## config.mk

```make
export PLATFORM = sky130hd
export DESIGN_NAME = y2r_divider
export DESIGN_NICKNAME = d
export VERILOG_FILES = /design/src/rtl/y2r_divider.sv
export SDC_FILE = /design/constraint.sdc
export NUM_CORES = 1
export LEC_CHECK = 0
export ABC_AREA = 0
export BUFFER_PORTS_ARGS = -buffer_cell sky130_fd_sc_hd__buf_4
export CORE_MARGIN = 4
export CORE_UTILIZATION = 35
export CTS_BUF_LIST = sky130_fd_sc_hd__clkbuf_16
export CTS_CLUSTER_SIZE = 30
export DETAILED_ROUTE_END_ITERATION = 8
export HOLD_SLACK_MARGIN = 0.1
export PLACE_DENSITY = 0.67
export SETUP_SLACK_MARGIN = 0.1
export SYNTH_ARGS = -nofsm -noshare
export SYNTH_HDL_FRONTEND = slang
export SYNTH_SLANG_ARGS = --single-unit
```

## constraint.sdc

```tcl
create_clock -name i_clk -period 2.6 [get_ports i_clk]
set_input_delay 0.26 -clock i_clk [delete_from_list [all_inputs] [get_ports i_clk]]
set_output_delay 0.26 -clock i_clk [all_outputs]
set_load 0.02 [all_outputs]
```

## src/rtl/y2r_divider.sv

```systemverilog
// Bit-serial restoring divider producing one quotient bit per cycle.
// Stand-alone; used by the converter top level for the chroma coordinates.
`default_nettype none

module y2r_divider #(
    parameter int NUM_W = 23,
    parameter int DEN_W = 12
) (
    input  wire logic             i_clk,
    input  wire logic             i_rst_n,
    input  wire logic             i_start,
    input  wire logic [NUM_W-1:0] i_num,
    input  wire logic [DEN_W-1:0] i_den,
    output logic                  o_busy,
    output logic [NUM_W-1:0]      o_quo
);

    localparam int CNT_W = $clog2(NUM_W + 1);

    logic [CNT_W-1:0] r_cnt;
    logic [NUM_W-1:0] r_quo;
    logic [DEN_W-1:0] r_rem;
    logic [DEN_W-1:0] r_den;

    logic [DEN_W:0]   w_trial;
    logic             w_bit;
    logic [DEN_W-1:0] w_rem;

    // One restoring step: shift in the next numerator bit and try a subtract.
    always_comb begin
        w_trial = {r_rem, r_quo[NUM_W-1]};
        w_bit   = (w_trial >= {1'b0, r_den});
        if (w_bit) begin
            w_rem = DEN_W'(w_trial - {1'b0, r_den});
        end else begin
            w_rem = w_trial[DEN_W-1:0];
        end
    end

    // Step counter.
    always_ff @(posedge i_clk) begin
        if (!i_rst_n) begin
            r_cnt <= '0;
        end else if (i_start) begin
            r_cnt <= CNT_W'(NUM_W);
        end else if (r_cnt != '0) begin
            r_cnt <= r_cnt - CNT_W'(1);
        end
    end

    // Numerator shifts out as quotient bits shift in.
    always_ff @(posedge i_clk) begin
        if (i_start) begin
            r_quo <= i_num;
            r_rem <= '0;
            r_den <= i_den;
        end else if (r_cnt != '0) begin
            r_quo <= {r_quo[NUM_W-2:0], w_bit};
            r_rem <= w_rem;
        end
    end

    assign o_busy = (r_cnt != '0);
    assign o_quo  = r_quo;

endmodule

`default_nettype wire

```

==> flow_metrics.env, run 1 <==
export IMPL_status="complete, no violations"
export IMPL_switching_share=0.368
export IMPL_synth_adder_area_share=0.0651
export IMPL_arrival_ns=2.52
export IMPL_reg2reg_from="r_den[10]$_DFFE_PP_"
export IMPL_antenna_found_initial=0
export IMPL_cts_htree_levels=2
export IMPL_drt_initial_drc_count=122
export IMPL_cts_tree="yes"
export IMPL_power_total_mw=3.40
export IMPL_start_util=0.361
export IMPL_portBuffers=61
export IMPL_rows=32
export IMPL_io_pins=62
export IMPL_peakVddDrop_uv=447
export IMPL_ys_types=53
export IMPL_path_clk_slew_ns=0.07
export IMPL_grt_overflow=0
export IMPL_drv_slew=0
export IMPL_cp_max_fo=13
export IMPL_core_um2=7770
export IMPL_rr_worst_depth=9
export IMPL_p_comb_frac=0.452
export IMPL_worstPathCellList="inv_1 > ha_2 > and3b_1 > nor4b_4 > a2111oi_4 > and3_4 > buf_4 > nand2_1 > a311oi_2"
export IMPL_fin_crit_ns=2.32
export IMPL_p_per_area_nw_per_um2=955
export IMPL_worstHoldStart="i_den[5]"
export IMPL_min_to="r_den[5]$_DFFE_PP_"
export IMPL_max_cap_violations=0
export IMPL_layout_drive_gt1_share=0.359
export IMPL_die_area_um2=9510
export IMPL_cts_hold_buf=0
export IMPL_p_int_mw=2.15
export IMPL_syn2layout_area_growth_pct=26.8
export IMPL_criticalPathCategory="register to register"
export IMPL_dp_hpwl_um=4440
export IMPL_met2_length_um=2930
export IMPL_routed_wl_met3_um=152
export IMPL_synthArstFlopShare=0
export IMPL_fin_nets=363
export IMPL_yosysWarningCount=0
export IMPL_routed_wirelength_um=5900
export IMPL_fin_crit_sh=0.892
export IMPL_ys_flop_type="edfxtp_1"
export IMPL_finalSetupTns_ns=0
export IMPL_drc=0
export IMPL_clock_sinks=52
export IMPL_r2r_end="r_rem[10]$_SDFFE_PP0P_"
export IMPL_synth_compound_area_frac=0.123
export IMPL_synth_nets=298
export IMPL_synth_top_family_by_area="simple AND/OR/NAND/NOR gates"
export IMPL_slowest_delay_ns=0.37
export IMPL_finalSetupViolCount=0
export IMPL_grt_use_total=0.130
export IMPL_top_layer="met4"
export IMPL_gp_congestion=0.819
export IMPL_viasPerCell=4.94
export IMPL_wl_per_cell_um=14.3
export IMPL_setup_worst_path_end_class="register"
export IMPL_pwr_share_clk=0.197
export IMPL_max_slew_worst_pin_slew_ns=0.571
export IMPL_grt_max_degree=46
export IMPL_skew_ns=0.00759
export IMPL_syn_area_um2=2810
export IMPL_p_leak_nw=1.52
export IMPL_cp_start_kind="register"
export IMPL_synth_xor_xnor_area_share=0.0281
export IMPL_cp_num_buf_inv=2
export IMPL_die_x_um=97.5
export IMPL_muxShareOfSynthArea=0.101
export IMPL_ys_seq_area_frac=0.496
export IMPL_grt_pass1_wl_um=10200
export IMPL_crit_required_ns=2.80
export IMPL_slew_headroom=0.619
export IMPL_hold_violations=0
export IMPL_hold_depth=1
export IMPL_hold_path_class="primary input to register"
export IMPL_drt_pass1_iterations=4
export IMPL_cts_made_buffers=5
export IMPL_syn_inst=246
export IMPL_pwr_share_seq=0.351
export IMPL_dieHeight_um=97.5
export IMPL_p_sw_mw=1.25
export IMPL_vias=2047
export IMPL_grt_pass1_vias=2092
export IMPL_r2r_slack_ns=0.28
export IMPL_insertion_delay_ns=0.29
export IMPL_antenna_cells=0
export IMPL_fmax_ghz=0.431
export IMPL_rsz0062_at_grt="no"
export IMPL_antenna_left=0
export IMPL_crit_slowest_cell="edfxtp_1"
export IMPL_met1_length_um=2720
export IMPL_ys_ff_latch=52
export IMPL_pre_cts_slack_ns=0.200
export IMPL_cp_top_family="simple AND/OR/NAND/NOR gates"
export IMPL_cts_root_buf="clkbuf_16"
export IMPL_avgSynthCellArea_um2=11.4
export IMPL_clock_path_buffers=2
export IMPL_yosys_area_share_simple=0.136
export IMPL_setup_slack_ns=0.281
export IMPL_synth_edff_count=35
==> cells in the mapped netlist (2+ instances only) <==
cell type  instances  area, µm²
ha_1              13        163
and2_1             2       12.5
buf_6              2       22.5
edfxtp_1          35       1050
nor3b_1            2       15.0
nand2_1           16       60.1
o41ai_1            2       17.5
a32oi_1            3       26.3
o311ai_1           2       17.5
clkbuf_1           3       11.3
nor2_1            15       56.3
buf_1              4       15.0
nand2b_1           2       12.5
nor2b_1            3       18.8
xor2_1             5       43.8
buf_2              2       10.0
nor3_1             5       25.0
nand3_1           15       75.1
o21a_1             5       37.5
o31ai_1            2       15.0
inv_1             17       63.8
and3_1             4       25.0
a21o_1             3       22.5
xnor2_1            4       35.0
a21oi_1            7       35.0
o211ai_1           2       15.0
and3b_1            2       17.5
o21ai_1            6       30.0
dfxtp_1           17        340
mux2_2            23        259
==> placed cells by master, fill, tap and decap left out, types with 2 or more instances in the layout <==
master,Yosys,routed
a32oi_1,3,3
o21ai_1,6,6
nor2_1,15,15
nor2b_1,3,3
clkinvlp_4,0,2
a21o_1,3,3
buf_4,0,71
o31ai_1,2,2
o211ai_1,2,2
xor2_1,5,5
o21a_1,5,5
clkbuf_16,0,5
mux2_2,23,23
a21oi_1,7,7
edfxtp_1,35,35
nand3_1,15,15
nor3_1,5,5
nand2_1,16,16
xnor2_1,4,4
o311ai_1,2,2
and3b_1,2,2
dfxtp_1,17,17
nand2b_1,2,2
inv_1,17,17
and3_1,4,3
nor3b_1,2,2
and2_1,2,2
ha_1,13,12
==> worst max path at each step <==
stage,from,end,slack [ns],cells after the start
global route,r_den[10]$_DFFE_PP_,r_rem[10]$_SDFFE_PP0P_,0.11,9
detailed placement,o_quo[22]$_DFFE_PP_,r_rem[10]$_SDFFE_PP0P_,0.20,9
finish,r_den[10]$_DFFE_PP_,r_rem[10]$_SDFFE_PP0P_,0.28,9
floorplan,o_quo[22]$_DFFE_PP_,r_rem[10]$_SDFFE_PP0P_,0.28,9
global placement,o_quo[22]$_DFFE_PP_,r_rem[10]$_SDFFE_PP0P_,0.26,9
CTS,o_quo[22]$_DFFE_PP_,r_rem[10]$_SDFFE_PP0P_,0.18,9
==> power groups by stage <==
stage / combinational [mW] / clock [mW] / sequential (mW)
finish: 1.54 / 0.669 / 1.19
floorplan: 1.07 / 0 / 1.27
CTS: 1.50 / 0.688 / 1.20
global placement: 1.48 / 0 / 1.21
detailed placement: 1.50 / 0 / 1.21
global route: 1.71 / 0.720 / 1.22
==> logic make-up after synthesis <==
kind of cell / count (synthesis)
DFF: 52
and+or+nand+nor: 72
AOI/OAI and AO/OA: 44
adders and majority gates: 14
muxes: 25
buffers and inverters: 30
xor gates and xnor gates: 9
==> what timing repair did <==
action	in CTS	in global routing
gates resized for setup	0	4
buffers inserted	0	0
setup endpoints to repair	0	3
==> flip-flops by register name (all words and copies together) (netlist names) <==
| signal | cells |
|---|---|
| r_den | 12 |
| r_rem | 12 |
| o_quo | 23 |
| r_cnt | 5 |
==> per-layer routing <==
metal,up-vias,GRT usage
met5,-,0
met4,0,0.0415
met3,8,0.0230
met2,35,0.207
met1,972,0.179
li1,1032,-
==> through the flow <==
step           utilization  cells  hold slack (ns)  cell area, µm²
3_5_place_dp         0.436    406            0.440            3390
4_1_cts              0.456    414            0.134            3540
3_3_place_gp         0.436    406            0.438            3390
2_1_floorplan            -    246            0.359            2810
6_report             0.458    414            0.138            3560
5_1_grt              0.458    414            0.130            3560
==> cell type report <==
class,instances,area [µm²]
well taps,102,128
flip-flops and latches,52,1390
multi-input cells,164,1290
clock buffers,5,125
repair buffers,71,533
inverters,17,63.8
clock inverters,3,26.3
fillers,759,4210
No activity file was read; power rests on OpenSTA's default activity.
==> run 2, diff against run 1 <==
- ABC_AREA: 0 -> 1
- CORE_ASPECT_RATIO: not set -> 1.1
- PLACE_DENSITY: 0.67 -> 0.66
==> run 2 against run 1 <==
  * Final area increased by 4.2%
  * Critical path type unchanged
  * Core utilization is 0.056 points higher
  * Clock skew down 0.0023 ns
  * Routed wire length grew 14%
  * Global-route usage is 0.87 points higher
  * First-iteration DRC count decreased by 23%
  * Register-to-register slack better by 0.28 ns
==> flow_metrics.env, run 2 <==
export IMPL_status="complete, no violations"
export IMPL_finalInstanceArea_um2=3710
export IMPL_clock_sinks=52
export IMPL_layout_commonest_cell="nand2_1"
export IMPL_ctsResizeCount=0
export IMPL_post_synth_top_count_cell="nand2_1"
export IMPL_synth_edff_count=35
export IMPL_cp_start_kind="register"
export IMPL_insertion_delay_ns=0.29
export IMPL_drt_pass1_iterations=4
export IMPL_synth_nets=424
export IMPL_syn2layout_area_growth_pct=25.1
export IMPL_fin_crit_ns=2.04
export IMPL_antenna_found_initial=0
export IMPL_place_area_um2=3530
export IMPL_start_util=0.367
export IMPL_drc=0
export IMPL_ys_seq_area_frac=0.470
export IMPL_yosysWarningCount=0
export IMPL_synthArstFlopShare=0
export IMPL_fin_crit_sh=0.783
export IMPL_die_x_um=95.7
export IMPL_wl_per_cell_um=12.3
export IMPL_cts_tree="yes"
export IMPL_timing_hold_ws_ns=0.141
export IMPL_largest_reg_flops=23
export IMPL_p_leak_nw=1.88
export IMPL_crit_required_ns=2.65
export IMPL_cp_max_fo=16
export IMPL_postCtsSetupRepairBufs=0
export IMPL_grt_max_degree=30
export IMPL_arrival_ns=2.09
export IMPL_portBuffers=61
export IMPL_io_pins=62
export IMPL_avgSynthCellArea_um2=7.96
export IMPL_syn_inst=372
export IMPL_ys_types=30
export IMPL_cts_root_buf="clkbuf_16"
export IMPL_grt_pass1_vias=2463
export IMPL_hold_violations=0
export IMPL_cts_hold_buf=0
export IMPL_path_clk_slew_ns=0.07
export IMPL_slew_headroom=0.418
export IMPL_peakVddDrop_uv=367
export IMPL_gp_congestion=0.934
export IMPL_grt_use_total=0.138
export IMPL_vias=2524
export IMPL_antenna_cells=0
export IMPL_core_um2=8080
export IMPL_clock_path_buffers=2
export IMPL_synth_top_area_frac=0.355
export IMPL_dp_hpwl_um=5090
export IMPL_criticalPathCategory="register to register"
export IMPL_grt_overflow=0
export IMPL_fin_nets=487
export IMPL_drt_initial_drc_count=94
export IMPL_top_layer="met4"
export IMPL_max_slew_worst_pin_slew_ns=0.871
export IMPL_final_cell_mix="nand2_1, buf_4, inv_1"
export IMPL_syn_area_um2=2960
export IMPL_setup_worst_path_end_class="register"
export IMPL_synth_common_cells="nand2_1, inv_1, edfxtp_1, nand3_1, nor2_1"
export IMPL_synthTopCellsByArea="edfxtp_1, nand2_1, dfxtp_1"
export IMPL_rows=34
export IMPL_die_area_um2=10000
export IMPL_ys_ff_latch=52
export IMPL_cts_htree_levels=2
export IMPL_max_cap_violations=0
export IMPL_viasPerCell=4.64
export IMPL_met1_length_um=2900
export IMPL_finalSetupViolCount=0
export IMPL_ys_flop_type="edfxtp_1"
export IMPL_finalSetupTns_ns=0
export IMPL_fmax_ghz=0.491
export IMPL_rsz0062_at_grt="no"
export IMPL_yosysTopAreaCell="edfxtp_1"
export IMPL_routed_wirelength_um=6700
export IMPL_routed_wl_met3_um=312
export IMPL_antenna_left=0
export IMPL_skew_ns=0.00526
export IMPL_grt_pass1_wl_um=11100
export IMPL_p_per_area_nw_per_um2=929
export IMPL_drv_slew=0
export IMPL_met2_length_um=3350
export IMPL_cts_made_buffers=5
export IMPL_hold_path_class="primary input to register"
export IMPL_dieHeight_um=105
export IMPL_layout_drive_gt1_share=0.206
==> run 2: cell types whose count changed after synthesis, sizes merged, moves of 6 or more <==
cell	change
buf	-6
inv	+41
mux2	-24
nand2	+139
nand3	+13
nand4	+10
==> run 2: per-stage QoR <==
stage                     power, mW  std cells  setup WS (ns)  utilization
final                          3.44        544          0.565        0.459
after global routing           3.70        544          0.399        0.459
after CTS                      3.47        544          0.565        0.459
after detailed placement       2.69        536          0.581        0.437
after global placement         2.69        536          0.607        0.437
after floorplan                2.33        372          0.492            -
==> run 2: worst paths after layout <==
check,slack [ns],from,endpoint,cells after the start
setup / recovery,0.56,r_rem[9]$_SDFFE_PP0P_,o_quo[0]$_DFFE_PP_,9
hold / removal,0.14,i_den[8],r_den[8]$_DFFE_PP_,1
setup reg to reg,0.56,r_rem[9]$_SDFFE_PP0P_,o_quo[0]$_DFFE_PP_,9
hold reg to reg,0.48,r_rem[5]$_SDFFE_PP0P_,r_rem[5]$_SDFFE_PP0P_,2
==> run 2: layout make-up <==
cell class	count	area, µm²
multi-input combinational	254	1310
tap	108	135
clock inverter	3	46.3
fill	821	4380
timing repair buffer	64	480
clock buffer	5	125
sequential	52	1390
inverter	58	218
==> run 2: logic make-up (layout without fill, tap and decap cells) <==
logic type / count (synthesis) / in the layout / synth area share
xor+xnor: 6 / 6 / 0.0177
fa+ha+maj: 14 / 14 / 0.0617
simple gates: 220 / 220 / 0.332
buf+inv: 66 / 130 / 0.0883
flops: 52 / 52 / 0.470
compound gates: 14 / 14 / 0.0308
==> run 2: metal layers <==
metal  vias to the layer above  GRT usage
met5                         -          0
met4                         0     0.0518
met3                        15     0.0289
met2                        65      0.232
met1                      1141      0.172
li1                       1303          -
==> run 2: worst max-delay path, cell delays in order, from the launching register on <==
cell and delay [ns]:
dfxtp_1 0.34, ha_1 0.38, nand2_1 0.10, nand2_1 0.08, nand2_1 0.06, nand2_1 0.08, a21oi_4 0.29, nand3_4 0.28
nand2_1 0.13, nand2_1 0.05
==> run 2: power breakdown <==
part	switching [mW]	leakage, nW	internal (mW)
combinational	0.932	1.29	0.564
clock	0.307	0.0857	0.460
sequential	0.120	0.507	1.06
==> run 3, diff against run 2 <==
- clock period: 2.6 -> 2 ns (I/O delays scaled with it)
==> run 3 against run 2 <==
  * Final area increased by 7.9%
  * Fmax increased by 13%
  * Routed wire length increased by 2.2%
  * Critical endpoint is now r_rem[4]$_SDFFE_PP0P_
  * Largest cell class is now multi-input combinational cells
  * Largest power group unchanged
==> flow_metrics.env, run 3 (synthesized netlist as in run 2, its figures left out) <==
export IMPL_status="complete, no violations"
export IMPL_path_clk_slew_ns=0.07
export IMPL_antenna_cells=0
export IMPL_grt_pass1_vias=2546
export IMPL_fin_crit_ns=1.80
export IMPL_cts_tree="yes"
export IMPL_finalSetupViolCount=0
export IMPL_arrival_ns=1.97
export IMPL_cts_made_buffers=5
export IMPL_die_x_um=95.7
export IMPL_met2_length_um=3400
export IMPL_cts_htree_levels=2
export IMPL_pre_cts_slack_ns=0.0750
export IMPL_layout_commonest_cell="nand2_1"
export IMPL_drt_initial_drc_count=151
export IMPL_peakVddDrop_uv=418
export IMPL_met1_length_um=2980
export IMPL_grt_overflow=0
export IMPL_wl_per_cell_um=12.1
export IMPL_start_util=0.367
export IMPL_finalSetupTns_ns=0
export IMPL_rows=34
export IMPL_slew_headroom=0.706
export IMPL_die_area_um2=10000
export IMPL_dp_hpwl_um=4910
export IMPL_setup_slack_ns=0.204
export IMPL_fin_crit_sh=0.898
export IMPL_criticalPathCategory="register to register"
export IMPL_timing_hold_ws_ns=0.175
export IMPL_fin_nets=509
export IMPL_top_layer="met4"
export IMPL_insertion_delay_ns=0.29
export IMPL_core_um2=8080
export IMPL_rsz0062_at_grt="no"
export IMPL_layoutNonFillerInstCount=566
export IMPL_max_cap_violations=0
export IMPL_portBuffers=61
export IMPL_finalInstanceArea_um2=4000
export IMPL_dieHeight_um=105
export IMPL_routed_wl_met3_um=378
export IMPL_max_slew_worst_pin_slew_ns=0.440
export IMPL_io_pins=62
export IMPL_cts_root_buf="clkbuf_16"
export IMPL_drv_slew=0
export IMPL_antenna_found_initial=0
export IMPL_grt_pass1_wl_um=11600
export IMPL_p_leak_nw=1.98
export IMPL_final_cell_mix="nand2_1, buf_4, inv_1"
export IMPL_cp_start_kind="register"
export IMPL_syn2layout_area_growth_pct=34.9
export IMPL_hold_violations=0
export IMPL_skew_ns=0.00639
export IMPL_cp_max_fo=3
export IMPL_dpl_cell_count=539
export IMPL_layout_drive_gt1_share=0.253
export IMPL_gp_congestion=0.900
export IMPL_antenna_left=0
export IMPL_setup_worst_path_end_class="register"
export IMPL_routed_wirelength_um=6850
export IMPL_p_per_area_nw_per_um2=1150
export IMPL_drc=0
export IMPL_power_total_mw=4.60
export IMPL_fmax_ghz=0.557
export IMPL_largest_reg_flops=23
export IMPL_clock_path_buffers=2
export IMPL_crit_required_ns=2.18
export IMPL_clock_sinks=52
export IMPL_grt_use_total=0.145
export IMPL_finalCoreUtilization=0.495
export IMPL_viasPerCell=4.67
export IMPL_place_area_um2=3580
export IMPL_hold_path_class="primary input to register"
export IMPL_drt_pass1_iterations=5
export IMPL_grt_max_degree=37
export IMPL_vias=2644
## run 3: power breakdown
group	total, mW	switching, mW	internal [mW]
Sequential	1.56	0.180	1.38
Combinational	2.20	1.28	0.919
Clock	0.838	0.377	0.462
Total	4.60	1.84	2.76
## run 3: path summary, 6_finish.rpt
path | end | from | slack, ns | depth (start not counted)
setup / recovery | r_rem[4]$_SDFFE_PP0P_ | o_quo[22]$_DFFE_PP_ | 0.20 | 11
setup reg to reg | r_rem[4]$_SDFFE_PP0P_ | o_quo[22]$_DFFE_PP_ | 0.20 | 11
hold reg to reg | r_rem[6]$_SDFFE_PP0P_ | r_rem[6]$_SDFFE_PP0P_ | 0.47 | 2
hold / removal | r_cnt[0]$_SDFFE_PN0P_ | i_rst_n | 0.17 | 3
## run 3: worst max-delay path, stage by stage (launching register included)
cell and delay [ns]:
edfxtp_1 0.37, inv_1 0.06, ha_2 0.19, fa_2 0.40, inv_2 0.07, nand3_1 0.08, nand3_2 0.10, buf_4 0.12
xnor2_1 0.10, nand2_1 0.07, nand3_1 0.06, nand2_1 0.06
## run 3: area by class of cell
class / count / area, µm²
fill: 774 / 4090
sequential: 52 / 1390
inverter: 58 / 221
timing repair buffer: 85 / 672
clock buffer: 5 / 125
multi-input combinational: 255 / 1430
clock inverter: 3 / 20.0
tap: 108 / 135
## run 3: repair_timing
item                                    CTS  global route
hold buffers                             12             0
endpoints found under the setup margin    4            13
buffers inserted                          1             5
pin swaps                                 1             8
cloned                                    1             0
resized for setup                         0            18
endpoints found under the hold margin    12             0
## run 3: per-layer routing
metal	vias to the layer above	track usage
met4	0	0.0457
met3	6	0.0384
met2	69	0.237
met1	1214	0.185
li1	1355	-
met5	-	0
